**src/rtl/core/maf_pkg.sv**
```systemverilog
// Shared constants, state encoding and control types for the moving average filter.
package maf_pkg;

   localparam int DEF_MAX_WINDOW = 16;
   localparam int SAMPLE_W       = 16;
   localparam int CFG_W          = 5;
   localparam int DEF_WINDOW_LEN = 16;

   typedef enum logic [1:0] {
      ST_IDLE,
      ST_UPDATE,
      ST_DIVIDE,
      ST_FINISH
   } ctrl_state_type;

   typedef struct packed {
      logic accept;
      logic update;
      logic div_step;
      logic load_out;
   } ctrl_cmd_type;

   typedef struct packed {
      logic out_free;
   } dp_status_type;

endpackage

```
**src/rtl/core/maf_ram.sv**
```systemverilog
// Generic single-write, single-read RAM with registered read data.
module maf_ram #(
   parameter int WIDTH = 16,
   parameter int DEPTH = 16,
   parameter int AW    = (DEPTH > 1) ? $clog2(DEPTH) : 1
) (
   input  logic             clock,
   input  logic             wr_en,
   input  logic [AW-1:0]    wr_addr,
   input  logic [WIDTH-1:0] wr_data,
   input  logic             rd_en,
   input  logic [AW-1:0]    rd_addr,
   output logic [WIDTH-1:0] rd_data
);

   logic [WIDTH-1:0] mem_ff [DEPTH];
   logic [WIDTH-1:0] rd_data_ff;

   always_ff @(posedge clock) begin
      if (wr_en) begin
         mem_ff[wr_addr] <= wr_data;
      end
      if (rd_en) begin
         rd_data_ff <= mem_ff[rd_addr];
      end
   end

   assign rd_data = rd_data_ff;

endmodule

```
**src/rtl/core/maf_ctrl.sv**
```systemverilog
// Controller state machine that sequences update, division and result hand-off.
module maf_ctrl
   import maf_pkg::*;
#(
   parameter int SUM_W = 21
) (
   input  logic          clock,
   input  logic          reset,
   input  logic          req_tvalid,
   output logic          req_tready,
   input  dp_status_type status,
   output ctrl_cmd_type  cmd
);

   localparam int CNT_W = $clog2(SUM_W);

   ctrl_state_type   state_ff, state_in;
   logic [CNT_W-1:0] count_ff, count_in;

   always_comb begin
      state_in = state_ff;
      case (state_ff)
         ST_IDLE: begin
            if (req_tvalid) state_in = ST_UPDATE;
         end
         ST_UPDATE: state_in = ST_DIVIDE;
         ST_DIVIDE: begin
            if (count_ff == '0) state_in = ST_FINISH;
         end
         ST_FINISH: begin
            if (status.out_free) state_in = ST_IDLE;
         end
         default: state_in = ST_IDLE;
      endcase
   end

   always_comb begin
      count_in = count_ff;
      if (state_ff == ST_UPDATE) begin
         count_in = CNT_W'(SUM_W - 1);
      end else if (state_ff == ST_DIVIDE && count_ff != '0) begin
         count_in = count_ff - 1'b1;
      end
   end

   always_comb begin
      req_tready   = (state_ff == ST_IDLE);
      cmd.accept   = (state_ff == ST_IDLE) && req_tvalid;
      cmd.update   = (state_ff == ST_UPDATE);
      cmd.div_step = (state_ff == ST_DIVIDE);
      cmd.load_out = (state_ff == ST_FINISH) && status.out_free;
   end

   always_ff @(posedge clock) begin
      if (reset) begin
         state_ff <= ST_IDLE;
         count_ff <= '0;
      end else begin
         state_ff <= state_in;
         count_ff <= count_in;
      end
   end

endmodule

```
**src/rtl/core/maf_datapath.sv**
```systemverilog
// Datapath: sample ring, running sum, restoring divider and output register.
module maf_datapath
   import maf_pkg::*;
#(
   parameter int MAX_WINDOW = DEF_MAX_WINDOW,
   parameter int SUM_W      = SAMPLE_W + $clog2(MAX_WINDOW) + 1,
   parameter int LEN_W      = $clog2(MAX_WINDOW + 1),
   parameter int IDX_W      = (MAX_WINDOW > 1) ? $clog2(MAX_WINDOW) : 1
) (
   input  logic                clock,
   input  logic                reset,
   input  ctrl_cmd_type        cmd,
   output dp_status_type       status,
   input  logic [SAMPLE_W-1:0] req_tdata,
   input  logic                csr_wr_en,
   input  logic [CFG_W-1:0]    csr_wr_data,
   output logic                rsp_tvalid,
   input  logic                rsp_tready,
   output logic [SAMPLE_W-1:0] rsp_tdata
);

   localparam int RESET_LEN = (DEF_WINDOW_LEN > MAX_WINDOW) ? MAX_WINDOW : DEF_WINDOW_LEN;

   logic [LEN_W-1:0]           len_ff, len_in;
   logic [IDX_W-1:0]           idx_ff, idx_in;
   logic [LEN_W-1:0]           fill_ff, fill_in;
   logic signed [SUM_W-1:0]    sum_ff, sum_in;
   logic signed [SAMPLE_W-1:0] sample_ff;
   logic [LEN_W-1:0]           rem_ff, rem_in;
   logic [SUM_W-1:0]           quo_ff, quo_in;
   logic                       neg_ff, neg_in;
   logic                       rsp_valid_ff, rsp_valid_in;
   logic [SAMPLE_W-1:0]        rsp_data_ff, rsp_data_in;

   logic [SAMPLE_W-1:0]        ram_rd_data;
   logic signed [SAMPLE_W-1:0] old_sample;
   logic signed [SUM_W-1:0]    sum_upd;
   logic [LEN_W-1:0]           idx_inc;
   logic [LEN_W:0]             shifted;
   logic [SUM_W-1:0]           quo_signed;

   maf_ram #(
      .WIDTH (SAMPLE_W),
      .DEPTH (MAX_WINDOW),
      .AW    (IDX_W)
   ) u_ring (
      .clock   (clock),
      .wr_en   (cmd.update),
      .wr_addr (idx_ff),
      .wr_data (sample_ff),
      .rd_en   (cmd.accept),
      .rd_addr (idx_ff),
      .rd_data (ram_rd_data)
   );

   // A slot beyond the fill count has not been written since the last clear.
   assign old_sample = (LEN_W'(idx_ff) < fill_ff) ? signed'(ram_rd_data) : '0;
   assign sum_upd    = sum_ff - SUM_W'(old_sample) + SUM_W'(sample_ff);
   assign idx_inc    = LEN_W'(idx_ff) + 1'b1;
   assign shifted    = {rem_ff, quo_ff[SUM_W-1]};
   assign quo_signed = neg_ff ? (~quo_ff + 1'b1) : quo_ff;

   always_comb begin
      len_in  = len_ff;
      idx_in  = idx_ff;
      fill_in = fill_ff;
      sum_in  = sum_ff;
      rem_in  = rem_ff;
      quo_in  = quo_ff;
      neg_in  = neg_ff;
      if (csr_wr_en) begin
         if (csr_wr_data == '0) begin
            len_in = LEN_W'(1);
         end else if (32'(csr_wr_data) > MAX_WINDOW) begin
            len_in = LEN_W'(MAX_WINDOW);
         end else begin
            len_in = LEN_W'(csr_wr_data);
         end
         idx_in  = '0;
         fill_in = '0;
         sum_in  = '0;
      end else if (cmd.update) begin
         sum_in = sum_upd;
         idx_in = (idx_inc >= len_ff) ? '0 : IDX_W'(idx_inc);
         if (fill_ff != len_ff) fill_in = fill_ff + 1'b1;
         neg_in = sum_upd[SUM_W-1];
         quo_in = sum_upd[SUM_W-1] ? SUM_W'(-sum_upd) : SUM_W'(sum_upd);
         rem_in = '0;
      end else if (cmd.div_step) begin
         if (shifted >= {1'b0, len_ff}) begin
            rem_in = LEN_W'(shifted - {1'b0, len_ff});
            quo_in = {quo_ff[SUM_W-2:0], 1'b1};
         end else begin
            rem_in = shifted[LEN_W-1:0];
            quo_in = {quo_ff[SUM_W-2:0], 1'b0};
         end
      end
   end

   always_comb begin
      rsp_valid_in = rsp_valid_ff;
      rsp_data_in  = rsp_data_ff;
      if (cmd.load_out) begin
         rsp_valid_in = 1'b1;
         rsp_data_in  = quo_signed[SAMPLE_W-1:0];
      end else if (rsp_tready) begin
         rsp_valid_in = 1'b0;
      end
   end

   always_ff @(posedge clock) begin
      if (reset) begin
         len_ff       <= LEN_W'(RESET_LEN);
         idx_ff       <= '0;
         fill_ff      <= '0;
         sum_ff       <= '0;
         rsp_valid_ff <= 1'b0;
      end else begin
         len_ff       <= len_in;
         idx_ff       <= idx_in;
         fill_ff      <= fill_in;
         sum_ff       <= sum_in;
         rsp_valid_ff <= rsp_valid_in;
      end
   end

   always_ff @(posedge clock) begin
      if (cmd.accept) sample_ff <= signed'(req_tdata);
      rem_ff      <= rem_in;
      quo_ff      <= quo_in;
      neg_ff      <= neg_in;
      rsp_data_ff <= rsp_data_in;
   end

   assign status.out_free = !rsp_valid_ff || rsp_tready;
   assign rsp_tvalid      = rsp_valid_ff;
   assign rsp_tdata       = rsp_data_ff;

endmodule

```
**src/rtl/core/moving_average_filter_core.sv**
```systemverilog
// Top level of the moving average filter: controller and datapath joined together.
//
// This block keeps a simple moving average over the last window_len signed
// 16-bit samples held in a ring RAM of MAX_WINDOW slots, and returns one mean
// per input transaction, truncated toward zero. Each transaction steps through
// accepting the sample and reading the oldest slot, updating the running sum
// and the ring, the one-bit-per-cycle restoring divider, and loading the
// output register once it is free. The next sample is accepted while a
// finished mean still waits in the output register. Writing the window
// length register clears the running sum, the write pointer and the fill
// count, so unwritten slots read as zero; a length of zero acts as one, and a
// length above MAX_WINDOW acts as MAX_WINDOW. No clearing pass is needed
// after reset, and the register must be written only while the block is idle.
module moving_average_filter_core
   import maf_pkg::*;
#(
   parameter int MAX_WINDOW = DEF_MAX_WINDOW
) (
   input  logic                clock,
   input  logic                reset,
   // Input samples.
   input  logic                req_tvalid,
   output logic                req_tready,
   input  logic [SAMPLE_W-1:0] req_tdata,   // [15:0] sample
   // Averaged results.
   output logic                rsp_tvalid,
   input  logic                rsp_tready,
   output logic [SAMPLE_W-1:0] rsp_tdata,   // [15:0] mean
   // Window length register.
   input  logic                csr_wr_en,
   input  logic [CFG_W-1:0]    csr_wr_data  // [4:0] window_len
);

   // The running sum needs enough headroom for MAX_WINDOW full-scale samples.
   localparam int SUM_W = SAMPLE_W + $clog2(MAX_WINDOW) + 1;

   ctrl_cmd_type  cmd;
   dp_status_type status;

   // The controller only sequences with its state and step counter; all filter data lives in the datapath.
   maf_ctrl #(
      .SUM_W (SUM_W)
   ) u_ctrl (
      .clock      (clock),
      .reset      (reset),
      .req_tvalid (req_tvalid),
      .req_tready (req_tready),
      .status     (status),
      .cmd        (cmd)
   );

   maf_datapath #(
      .MAX_WINDOW (MAX_WINDOW),
      .SUM_W      (SUM_W)
   ) u_datapath (
      .clock       (clock),
      .reset       (reset),
      .cmd         (cmd),
      .status      (status),
      .req_tdata   (req_tdata),
      .csr_wr_en   (csr_wr_en),
      .csr_wr_data (csr_wr_data),
      .rsp_tvalid  (rsp_tvalid),
      .rsp_tready  (rsp_tready),
      .rsp_tdata   (rsp_tdata)
   );

endmodule
```
**config.mk**
```make
export PLATFORM = sky130hd
export DESIGN_NAME = moving_average_filter_core
export DESIGN_NICKNAME = d
export VERILOG_FILES = /design/src/rtl/core/maf_pkg.sv /design/src/rtl/core/maf_ram.sv /design/src/rtl/core/maf_ctrl.sv /design/src/rtl/core/maf_datapath.sv /design/src/rtl/core/moving_average_filter_core.sv
export SDC_FILE = /design/constraint.sdc
export NUM_CORES = 1
export LEC_CHECK = 0
export BUFFER_PORTS_ARGS = -buffer_cell sky130_fd_sc_hd__buf_2
export CORE_ASPECT_RATIO = 0.8
export CORE_UTILIZATION = 40
export DETAILED_ROUTE_END_ITERATION = 7
export MAX_ROUTING_LAYER = met4
export PLACE_DENSITY_LB_ADDON = 0.25
export SLEW_MARGIN = 20
export SYNTH_ARGS = -nofsm -noshare
export SYNTH_HDL_FRONTEND = slang
export SYNTH_HIERARCHICAL = 1
export SYNTH_SLANG_ARGS = --single-unit
```
**constraint.sdc**
```tcl
create_clock -name clock -period 7 [get_ports clock]
set_input_delay 0.35 -clock clock [delete_from_list [all_inputs] [get_ports clock]]
set_output_delay 0.35 -clock clock [all_outputs]
set_load 0.03 [all_outputs]
```
; Word level (Yosys, flattened, before mapping)
; Memories as Yosys holds them, arrays and structs flattened. A register that Yosys moved wholly into a read port is not among the register bits.
; Cells that the tools add are included.
[op_classes]
add_sub_neg = 8
multipliers = 0
div_mod_pow = 0
order_cmp = 4
eq_ne = 7
n_shift = 0
muxes = 21
bitwise = 2
n_reduce_logical = 18
[ops]
columns = cell, count
row1 = 21-bit 2-to-1 mux, 3
row2 = 16-bit 2-to-1 mux, 2
row3 = 5-bit 2-to-1 mux, 6
row4 = 21-bit by 16-bit adder with 21-bit output, 1
row5 = 21-bit negator, 1
row6 = 21-bit by 16-bit subtractor with 21-bit output, 1
row7 = 16-bit by 1-bit adder with 16-bit output (second input constant), 1
row8 = 16-bit inverter, 1
row9 = 5-bit logical NOT, 2
row10 = 2-bit case mux with 4 select lines, 1
row11 = 6-bit by 5-bit greater-or-equal comparator with 1-bit output, 1
row12 = 2-bit 2-to-1 mux, 3
row13 = 2-bit AND reduction, 3
row14 = 2-bit nonzero test, 3
row15 = 4-bit by 1-bit adder with 5-bit output (second input constant), 1
row16 = 5-bit by 1-bit adder with 5-bit output (second input constant), 1
row17 = 5-bit greater-or-equal comparator, 1
row18 = 5-bit > comparator (second input constant), 1
row19 = 4-bit by 5-bit less-than comparator with 1-bit output, 1
row20 = 1-bit 2-to-1 mux, 5
row21 = 5-bit != test, 1
row22 = 5-bit nonzero test, 1
row23 = 5-bit by 1-bit subtractor with 5-bit output (second input constant), 1
row24 = 5-bit subtractor, 1
row25 = other kinds (12), 17
[word_totals]
register_bits = 102
latchBits = 0
ram_bits = 256
rom_bits = 0
out_inout_bits = 18
wordCells = 74
memories = 1
[memory_table]
columns = memory, words, word_bits, read_ports, rd_clocked_by_memory_dff, write_ports, line_no
row1 = u_datapath.u_ring.mem_ff, 16, 16, 1, 1, 1, maf_ram.sv:16  ; logic [WIDTH-1:0] mem_ff [DEPTH];

; Longest topological paths before layout
; Gate-level depths: netlist of the first run.
[logic_depth]
depth_word = 7
ltp_mapped = 22

; Hierarchy
; The synthesis of the first run kept the hierarchy.
[by_module_without_submodules]
columns = mod, n_inst, cells_per_inst, area_per_inst_um2
row1 = maf_ram, 1, 432, 10202.3
row2 = maf_datapath, 1, 759, 6906.6
row3 = maf_ctrl, 1, 49, 434.2

; Worst setup path after synthesis of the first run
; No wires, ideal clock.
[synth_path]
path_type = register to register
start = register u_datapath.idx_ff[2]
end = register u_datapath.quo_ff[16], data pin
arrival_ns = 4.287
required_time_ns = 6.727
setup_slack_ns = 2.439
stages_incl_launch_ff = 22
synth_period_minus_slack_ns = 4.561
path_cell_list = dfxtp_1 -> ha_1 -> nand2_1 -> o21ai_1 -> a21oi_1 -> nor2_1 -> clkbuf_1 -> nor2b_1 -> fa_1 -> inv_1 -> ha_1 -> buf_6 -> and4_1 -> and2_4 -> a211oi_4 -> o211ai_1 -> a211o_1 -> and2_4 -> inv_2 -> buf_2 -> a2bb2oi_1 -> nand3_1
[synth_between]
elab_cells_between_ends = 7
[synth_rtl]
columns = element, line_no
row1 = from (decl), maf_datapath.sv:25  ; logic [IDX_W-1:0] idx_ff, idx_in;
row2 = from (signal assigned), maf_datapath.sv:120  ; idx_ff <= idx_in;
row3 = 4-bit by 5-bit less-than comparator with 1-bit output, maf_datapath.sv:57  ; assign old_sample = (LEN_W'(idx_ff) < fill_ff) ? signed'(ram_rd_data) : '0;
row4 = 16-bit 2-to-1 mux, maf_datapath.sv:57
row5 = 21-bit by 16-bit subtractor with 21-bit output, maf_datapath.sv:58  ; assign sum_upd = sum_ff - SUM_W'(old_sample) + SUM_W'(sample_ff);
row6 = 21-bit by 16-bit adder with 21-bit output, maf_datapath.sv:58
row7 = via u_datapath.sum_upd[20], maf_datapath.sv:37  ; logic signed [SUM_W-1:0] sum_upd;
row8 = 21-bit 2-to-1 mux, maf_datapath.sv:87  ; quo_in = sum_upd[SUM_W-1] ? SUM_W'(-sum_upd) : SUM_W'(sum_upd);
row9 = 21-bit 2-to-1 mux, maf_datapath.sv:82  ; end else if (cmd.update) begin
row10 = to (signal assigned), maf_datapath.sv:130  ; quo_ff <= quo_in;
row11 = to (decl), maf_datapath.sv:30  ; logic [SUM_W-1:0] quo_ff, quo_in;
; The timed path passes the listed nets, and every way through them passes these cells.
; A chain may end at the register's enable or synchronous reset.

; Worst setup path in the final report of the first run
[layout_path]
start = register u_datapath.idx_ff[2]
end = register u_datapath.quo_ff[1], data pin
[layout_between]
elab_chain_len = 7
[layout_lines]
columns = element, line_no
row1 = 4-bit by 5-bit less-than comparator with 1-bit output *, maf_datapath.sv:57
row2 = 16-bit 2-to-1 mux *, maf_datapath.sv:57
row3 = 21-bit by 16-bit subtractor with 21-bit output *, maf_datapath.sv:58
row4 = 21-bit by 16-bit adder with 21-bit output *, maf_datapath.sv:58
row5 = 21-bit negator, maf_datapath.sv:87
row6 = 21-bit 2-to-1 mux *, maf_datapath.sv:87
row7 = 21-bit 2-to-1 mux *, maf_datapath.sv:82
; Every way passes the cells marked *; elsewhere a longest branch is shown, timed or not.

==> results of run 1 <==
==> cell type report <==
| cell class | instances | area, sq um |
|---|---|---|
| Clock buffer | 52 | 1000 |
| Clock inverter | 15 | 140 |
| Fill cell | 3878 | 23500 |
| Inverter | 110 | 413 |
| Multi-Input combinational cell | 703 | 6110 |
| Sequential cell | 374 | 10800 |
| Tap cell | 560 | 701 |
| Timing Repair Buffer | 86 | 578 |
==> state kept, by name (all words and copies together), names as in the netlist <==
name,cells
u_datapath/neg_ff,1
u_datapath/sum_ff,21
u_datapath/fill_ff,5
u_datapath/rsp_tdata,16
u_datapath/len_ff,5
u_datapath/sample_ff,16
u_datapath/u_ring/rd_data,16
u_datapath/rem_ff,5
u_datapath/idx_ff,4
u_ctrl/count_ff,5
u_ctrl/state_ff,2
u_datapath/rsp_tvalid,1
u_datapath/u_ring/mem_ff,256
u_datapath/quo_ff,21
==> Yosys cell counts (3+ instances only) <==
cell / count / share of area
sky130_fd_sc_hd__nor4_1: 3 / 0.0011
sky130_fd_sc_hd__and3_1: 3 / 0.0011
sky130_fd_sc_hd__nand2b_1: 17 / 0.0061
sky130_fd_sc_hd__mux2i_1: 17 / 0.0097
sky130_fd_sc_hd__buf_6: 7 / 0.0045
sky130_fd_sc_hd__a211o_1: 4 / 0.0020
sky130_fd_sc_hd__nand2_1: 56 / 0.012
sky130_fd_sc_hd__o21a_1: 4 / 0.0017
sky130_fd_sc_hd__clkbuf_1: 26 / 0.0056
sky130_fd_sc_hd__ha_1: 44 / 0.031
sky130_fd_sc_hd__buf_2: 12 / 0.0034
sky130_fd_sc_hd__a21oi_1: 48 / 0.014
sky130_fd_sc_hd__dfxtp_1: 43 / 0.049
sky130_fd_sc_hd__xor2_1: 10 / 0.0050
sky130_fd_sc_hd__or4_1: 4 / 0.0017
sky130_fd_sc_hd__buf_4: 3 / 0.0013
sky130_fd_sc_hd__inv_1: 109 / 0.023
sky130_fd_sc_hd__nand4_1: 5 / 0.0018
sky130_fd_sc_hd__nor2b_1: 27 / 0.0096
sky130_fd_sc_hd__nand3_1: 18 / 0.0051
sky130_fd_sc_hd__o31ai_1: 9 / 0.0039
sky130_fd_sc_hd__o211ai_1: 9 / 0.0039
sky130_fd_sc_hd__or3_1: 14 / 0.0050
sky130_fd_sc_hd__o21ai_0: 25 / 0.0071
sky130_fd_sc_hd__o21ai_1: 3 / 0.00086
sky130_fd_sc_hd__mux4_2: 54 / 0.069
sky130_fd_sc_hd__a211oi_1: 14 / 0.0060
sky130_fd_sc_hd__edfxtp_1: 331 / 0.57
sky130_fd_sc_hd__o2111ai_1: 5 / 0.0025
sky130_fd_sc_hd__o21bai_1: 3 / 0.0013
sky130_fd_sc_hd__a22oi_1: 38 / 0.016
sky130_fd_sc_hd__and2_1: 7 / 0.0025
sky130_fd_sc_hd__nor2_1: 92 / 0.020
sky130_fd_sc_hd__xnor2_1: 38 / 0.019
sky130_fd_sc_hd__fa_1: 21 / 0.024
sky130_fd_sc_hd__a31oi_1: 13 / 0.0046
sky130_fd_sc_hd__a21o_1: 9 / 0.0039
sky130_fd_sc_hd__nand3b_1: 3 / 0.0013
sky130_fd_sc_hd__o22ai_1: 3 / 0.0011
sky130_fd_sc_hd__o311ai_0: 3 / 0.0015
sky130_fd_sc_hd__nor3_1: 19 / 0.0054
sky130_fd_sc_hd__mux4_1: 10 / 0.015
sky130_fd_sc_hd__a2bb2oi_1: 4 / 0.0020
sky130_fd_sc_hd__buf_1: 5 / 0.0011
==> layer usage <==
metal  up-vias  GRT usage  share of wire  wire length [um]
met3        63     0.0318          0.055              2150
met1      5165      0.252           0.46             18100
met5         -          -              0                 0
li1       4830          -              -                 -
met2       286      0.291           0.47             18400
met4         0     0.0425          0.018               701
==> final timing paths <==
| check | start | slack (ns) | to | cells past startpoint |
|---|---|---|---|---|
| setup / recovery | u_datapath/idx_ff[2] | 1.54 | u_datapath/quo_ff[1] | 20 |
| hold / removal | csr_wr_data[1] | 0.08 | u_datapath/len_ff[1] | 3 |
| setup reg to reg | u_datapath/idx_ff[2] | 1.54 | u_datapath/quo_ff[1] | 20 |
| hold reg to reg | u_datapath/sum_ff[11] | 0.47 | u_datapath/sum_ff[11] | 2 |
==> logic make-up after synthesis <==
family                   after synthesis
XOR/XNOR                              49
multiplexers                          81
adder cells (fa/ha/maj)               65
AND/OR/NAND/NOR                      292
AO/OA/AOI/OAI                        216
flip-flops                           374
buffers and inverters                163
==> worst max-delay path, stage by stage (launching register included) <==
cell                       delay (ns)
sky130_fd_sc_hd__dfxtp_1         0.57
sky130_fd_sc_hd__ha_1            0.22
sky130_fd_sc_hd__nand2_1         0.06
sky130_fd_sc_hd__o21ai_1         0.16
sky130_fd_sc_hd__a21oi_1         0.09
sky130_fd_sc_hd__nor2_1          0.75
sky130_fd_sc_hd__nor2b_1         0.17
sky130_fd_sc_hd__ha_1            0.34
sky130_fd_sc_hd__inv_1           0.06
sky130_fd_sc_hd__ha_1            0.19
sky130_fd_sc_hd__inv_1           0.07
sky130_fd_sc_hd__fa_1            0.46
sky130_fd_sc_hd__nand2b_1        0.24
sky130_fd_sc_hd__a21boi_4        0.26
sky130_fd_sc_hd__a211oi_4        0.12
sky130_fd_sc_hd__o211ai_1        0.19
sky130_fd_sc_hd__o211ai_1        0.30
sky130_fd_sc_hd__and2_4          0.30
sky130_fd_sc_hd__inv_2           0.23
sky130_fd_sc_hd__mux2i_1         0.29
sky130_fd_sc_hd__a21oi_1         0.10
==> power breakdown <==
group | internal [mW] | switching [mW] | leakage [nW] | total [mW]
Clock | 1.05 | 0.848 | 0.552 | 1.90
Combinational | 1.20 | 2.00 | 2.87 | 3.20
Sequential | 2.83 | 0.203 | 3.35 | 3.03
==> metrics.log, run 1 <==
[metrics] number of different library cells in the post-synthesis netlist: 82
[metrics] # Max-Cap Violations: 0
[metrics] Post-Synthesis Net Count: 1331
[metrics] cts hold-fix bufs: 16
[metrics] height of the die: 189 um
[metrics] # clock sinks: 374
[metrics] total setup violations reported at the end of the flow: 0
[metrics] fraction of the mapped netlist area in simple logic gates: 0.0851
[metrics] final routed wire length divided by cell count: 20.7 um
[metrics] Total Power Consumption: 8.13 mW
[metrics] DP HPWL: 24500 um
[metrics] transition at the pin with the smallest max-transition slack: 1.08 ns
[metrics] NumNets Final: 1404
[metrics] die area: 44700 sq um
[metrics] placed cells: 1817
[metrics] Floorplan Core Area: 43200 sq um
[metrics] leakage power total: 6.78 nW
[metrics] RSZ-0062 raised after global routing: false
[metrics] post-cts sizing count: 0
[metrics] Final Routed Wirelength: 39400 um
[metrics] largest net degree at the start of global routing: 72
[metrics] number of levels in the clock H-tree: 2
[metrics] xor/xnor cell area share of the yosys netlist: 0.0249
[metrics] mux contribution to synthesized area: 0.0940
[metrics] data required time of the worst path: 7.26 ns
[metrics] Yosys reg bits: 374
[metrics] Clk Latency, worst-skew pair: 0.55 ns
[metrics] clock-pin slew of the registers on the worst-case setup and hold paths: 0.06 ns
[metrics] Detailed Routing Iterations Pass 1: 7
[metrics] initial antenna violation count: 0
[metrics] Core Rows: 68
[metrics] run status: finished, final reports clean
[metrics] final core utilization: 0.457
[metrics] fraction of the mapped netlist area in compound gates: 0.0857
[metrics] largest family of logic cells by synthesized area: multiplexers
[metrics] post-route setup slack: 1.54 ns
[metrics] Die X-Extent: 236 um
[metrics] Initial Utilization: 0.406
[metrics] Syn Std Cell Area: 17500 sq um
[metrics] GRT Residual Overflow: 0
[metrics] Finished Layout Cells: 1900
[metrics] antenna cell count: 0
[metrics] ratio of cells with drive above 1 in the final layout: 0.160
[metrics] standard cell area after detailed placement: 18400 sq um
[metrics] aggregate global-route resource usage: 0.185
[metrics] total negative slack for setup checks: 0 ns
[metrics] power density of the placed cells: 412 nW/um^2
[metrics] EDFF count, synth: 331
[metrics] fin. max-slew vios: 0
[metrics] global-route wire length before repair: 61200 um
[metrics] via count normalized by instance count: 5.44
[metrics] Ys Warns: 6
[metrics] crit start category: register
[metrics] Post-CTS Repair Setup Buffers: 0
[metrics] mean post-synth cell area: 14.1 sq um
[metrics] final setup skew: 0.0190 ns
[metrics] 1st-iter DRT viols: 828
[metrics] Max Clk Rate: 183 MHz
[metrics] routed via count: 10344
[metrics] worst slack, placed: 1.57 ns
[metrics] Peak VDD IR: 0.208 mV
[metrics] portion of the post-synthesis area used by sequential elements: 0.616
[metrics] Setup crit end kind: register
[metrics] number of buffers created by CTS: 38
[metrics] Root Buffer: sky130_fd_sc_hd__clkbuf_16
[metrics] leading cell types in the layout, fill and taps excluded: 331 x sky130_fd_sc_hd__edfxtp_1, 109 x sky130_fd_sc_hd__inv_1, 79 x sky130_fd_sc_hd__nor2_1, 56 x sky130_fd_sc_hd__nand2_1, 54 x sky130_fd_sc_hd__mux4_2
[metrics] normalized max-slew margin: 0.275
[metrics] hold violation total from the final report: 0
[metrics] I/O pin total: 44
[metrics] total non-filler cell area in the finished layout: 19700 sq um
[metrics] final worst path period need: 5.46 ns
[metrics] worst-path maximum fanout: 15
[metrics] routability-driven placement congestion ratio: 0.857
[metrics] critical setup path kind: reg -> reg
[metrics] Min-Delay Path Class: in -> reg
[metrics] TritonCTS clock tree: yes
[metrics] adder-cell share of the synthesized area: 0.0553
[metrics] count of input and output buffers: 43
[metrics] vias in the first global route: 10298
[metrics] post-synthesis to final-layout area growth: 12.6%
[metrics] Remaining DRCs: 0
[metrics] most common cell after layout, fill and taps aside: sky130_fd_sc_hd__edfxtp_1
[metrics] final-layout worst hold slack: 0.0844 ns
[metrics] share of the cycle needed by the critical path after routing: 0.780
[metrics] Final ANT Viol Nets: 0
[metrics] data arrival time of the worst path: 5.72 ns
[metrics] gate count of the mapped netlist: 1240
[metrics] Bufs on Longest Clock Path: 3
[metrics] share of flip-flops with an asynchronous set or reset: 0
[metrics] ys flop type: sky130_fd_sc_hd__edfxtp_1
Power figures use the tool's default switching activity.
==> run 2: changes to the inputs <==
clock period = 4.7 ns   (was 7 ns; I/O delays follow)
==> run 2 against run 1 <==
Core utilization increased by 1.5 points. Die area unchanged. Non-clock buffer count increased by 52. Worst setup slack got worse by 1.3 ns. Wire length increased by 1.5%. Final area increased by 3.2%. Clock-buffer cell count decreased by 1. Critical path type unchanged. Critical endpoint is now u_datapath/quo_ff[13].
==> metrics.log, run 2 (synthesis results as in run 1) <==
[metrics] share of power burned in registers: 0.340 (-0.033)
[metrics] RSZ-0062 raised after global routing: false
[metrics] Clock Power Share: 0.224 (-0.010)
[metrics] final worst path period need: 4.50 ns (-0.968 ns)
[metrics] Core Rows: 68 (unchanged)
[metrics] Reg with most FFs: u_datapath/u_ring/mem_ff
[metrics] Net Sw Frac: 0.371 (-0.00428)
[metrics] TritonCTS clock tree: yes
[metrics] I/O pin total: 44 (unchanged)
[metrics] setup slack of the worst register-to-register path: 0.20 ns (-1.33 ns)
[metrics] top flop regs: u_datapath/u_ring/mem_ff x256, u_datapath/quo_ff x21, u_datapath/sum_ff x21
[metrics] count of input and output buffers: 43 (unchanged)
[metrics] worst slack, placed: 0.0776 ns (-1.50 ns)
[metrics] standard cell area after detailed placement: 18800 sq um (+1.7%)
[metrics] via count normalized by instance count: 5.41 (-0.67%)
[metrics] flip-flop count of the largest register after layout: 256 (unchanged)
[metrics] data required time of the worst path: 5.08 ns (-2.18 ns)
[metrics] Initial Utilization: 0.406 (unchanged)
[metrics] antenna cell count: 0 (unchanged)
[metrics] ratio of cells with drive above 1 in the final layout: 0.210 (+0.0503)
[metrics] Bufs on Longest Clock Path: 3 (unchanged)
[metrics] initial antenna violation count: 0 (unchanged)
[metrics] height of the die: 189 um (unchanged)
[metrics] run status: finished, final reports clean
[metrics] data arrival time of the worst path: 4.87 ns (-0.85 ns)
[metrics] fillers: 3773 (-2.7%)
[metrics] part of the power in combinational logic: 0.437 (+0.044)
[metrics] Peak VDD IR: 0.367 mV (+76%)
[metrics] # Max-Cap Violations: 0 (unchanged)
[metrics] # clock sinks: 374 (unchanged)
[metrics] Max Clk Rate: 222 MHz (+22%)
[metrics] GRT Residual Overflow: 0 (unchanged)
[metrics] vias in the first global route: 10419 (+1.2%)
[metrics] total setup violations reported at the end of the flow: 0 (unchanged)
[metrics] largest net degree at the start of global routing: 62 (-14%)
[metrics] total non-filler cell area in the finished layout: 20400 sq um (+3.2%)
[metrics] Internal Dissipation: 8.24 mW (+62%)
[metrics] share of the cycle needed by the critical path after routing: 0.956 (+0.176)
[metrics] crit start category: register
[metrics] Detailed Routing Iterations Pass 1: 5 (-2)
[metrics] Remaining DRCs: 0 (unchanged)
[metrics] die area: 44700 sq um (unchanged)
[metrics] final setup skew: 0.0163 ns (-0.00265 ns)
[metrics] transition at the pin with the smallest max-transition slack: 0.984 ns (-0.0977 ns)
[metrics] NumNets Final: 1456 (+3.7%)
[metrics] final-layout worst hold slack: 0.0371 ns (-0.0473 ns)
[metrics] leakage power total: 7.08 nW (+4.5%)
[metrics] power density of the placed cells: 643 nW/um^2 (+56%)
[metrics] Min-Delay Path Class: in -> reg
[metrics] Setup crit end kind: register
[metrics] post-synthesis to final-layout area growth: 16.2%
[metrics] routability-driven placement congestion ratio: 0.852 (-0.68%)
[metrics] Root Buffer: sky130_fd_sc_hd__clkbuf_16
[metrics] normalized max-slew margin: 0.344 (+0.0685)
[metrics] Die X-Extent: 236 um (unchanged)
[metrics] net switching power figure: 4.86 mW (+59%)
[metrics] number of buffers created by CTS: 38 (unchanged)
[metrics] DP HPWL: 25300 um (+3.1%)
[metrics] global-route wire length before repair: 61800 um (+0.99%)
[metrics] critical setup path kind: reg -> reg
[metrics] fin. max-slew vios: 0 (unchanged)
[metrics] 1st-iter DRT viols: 944 (+14%)
[metrics] Clk Latency, worst-skew pair: 0.55 ns (about the same)
[metrics] Final ANT Viol Nets: 0 (unchanged)
[metrics] final routed wire length divided by cell count: 20.4 um (-1.4%)
[metrics] aggregate global-route resource usage: 0.187 (+0.00187)
[metrics] total negative slack for setup checks: 0 ns (unchanged)
[metrics] most common cell after layout, fill and taps aside: sky130_fd_sc_hd__edfxtp_1
[metrics] hold violation total from the final report: 0 (unchanged)
[metrics] Floorplan Core Area: 43200 sq um (unchanged)
[metrics] routed via count: 10572 (+2.2%)
[metrics] clock-pin slew of the registers on the worst-case setup and hold paths: 0.06 ns (about the same)
[metrics] worst-path maximum fanout: 15 (unchanged)
[metrics] leading cell types in the layout, fill and taps excluded: 331 x sky130_fd_sc_hd__edfxtp_1, 109 x sky130_fd_sc_hd__inv_1, 76 x sky130_fd_sc_hd__nor2_1, 72 x sky130_fd_sc_hd__buf_4, 56 x sky130_fd_sc_hd__nand2_1
[metrics] Final Routed Wirelength: 40000 um (+1.5%)
[metrics] number of levels in the clock H-tree: 2 (unchanged)
[metrics] post-route setup slack: 0.205 ns (-1.33 ns)
[run 2: power groups by stage]
stage	Clock [mW]	Sequential [mW]	Combinational, mW
finish	2.93	4.45	5.72
global route	3.12	4.49	6.30
CTS	3.00	4.46	5.28
detailed placement	0	4.52	5.24
global placement	0	4.51	5.21
floorplan	0	4.50	3.68
[run 2: stage by stage]
stage               total power, mW  utilization  instances
floorplan                      8.18            -       1240
global placement               9.72        0.434       1857
detailed placement             9.76        0.434       1857
CTS                            12.7        0.467       1948
global route                   13.9        0.472       1955
finish                         13.1        0.472       1955
[run 2: cell type report]
type                            count  area (sq um)  area share
Sequential cell                   374         10800       0.530
Multi-Input combinational cell    703          6250       0.307
Clock buffer                       51          1010      0.0495
Timing Repair Buffer              138          1010      0.0493
Tap cell                          560           701      0.0344
Inverter                          110           420      0.0206
Clock inverter                     19           188     0.00921
[run 2: critical path, stage by stage, from the launching register on]
cell                        delay (ns)
sky130_fd_sc_hd__dfxtp_1          0.39
sky130_fd_sc_hd__inv_1            0.09
sky130_fd_sc_hd__ha_1             0.28
sky130_fd_sc_hd__nand2_1          0.04
sky130_fd_sc_hd__o21ai_1          0.16
sky130_fd_sc_hd__a21oi_1          0.10
sky130_fd_sc_hd__nor2_2           0.16
sky130_fd_sc_hd__buf_12           0.16
sky130_fd_sc_hd__nor2b_2          0.06
sky130_fd_sc_hd__fa_1             0.60
sky130_fd_sc_hd__inv_1            0.06
sky130_fd_sc_hd__ha_1             0.32
sky130_fd_sc_hd__a21o_1           0.22
sky130_fd_sc_hd__a221o_1          0.32
sky130_fd_sc_hd__o22ai_1          0.17
sky130_fd_sc_hd__xnor2_1          0.15
sky130_fd_sc_hd__nor3_4           0.24
sky130_fd_sc_hd__buf_12           0.15
sky130_fd_sc_hd__nand3_2          0.16
sky130_fd_sc_hd__or3_1            0.38
sky130_fd_sc_hd__o2111ai_1        0.11
[run 2: what timing repair did]
action / 4_1_cts / 5_1_grt
hold buffers: 21 / 0
endpoints found under the hold margin: 22 / 0
resized for setup: 0 / 38
endpoints found under the setup margin: 0 / 16
buffers inserted: 0 / 7
[run 2: worst paths after layout]
path,startpoint,to,cells after the start
max reg2reg,u_datapath/fill_ff[1],u_datapath/quo_ff[13],20
min reg2reg,u_datapath/sum_ff[19],u_datapath/sum_ff[19],2
min,reset,u_datapath/len_ff[1],2
max,u_datapath/fill_ff[1],u_datapath/quo_ff[13],20
[run 2: routing by layer]
layer | share of wire | track usage | vias to the layer above | wire [um]
met4 | 0.013 | 0.0347 | 0 | 537
met5 | 0 | - | - | 0
met3 | 0.041 | 0.0265 | 42 | 1660
met1 | 0.49 | 0.267 | 5324 | 19500
li1 | - | - | 4948 | -
met2 | 0.46 | 0.287 | 258 | 18300
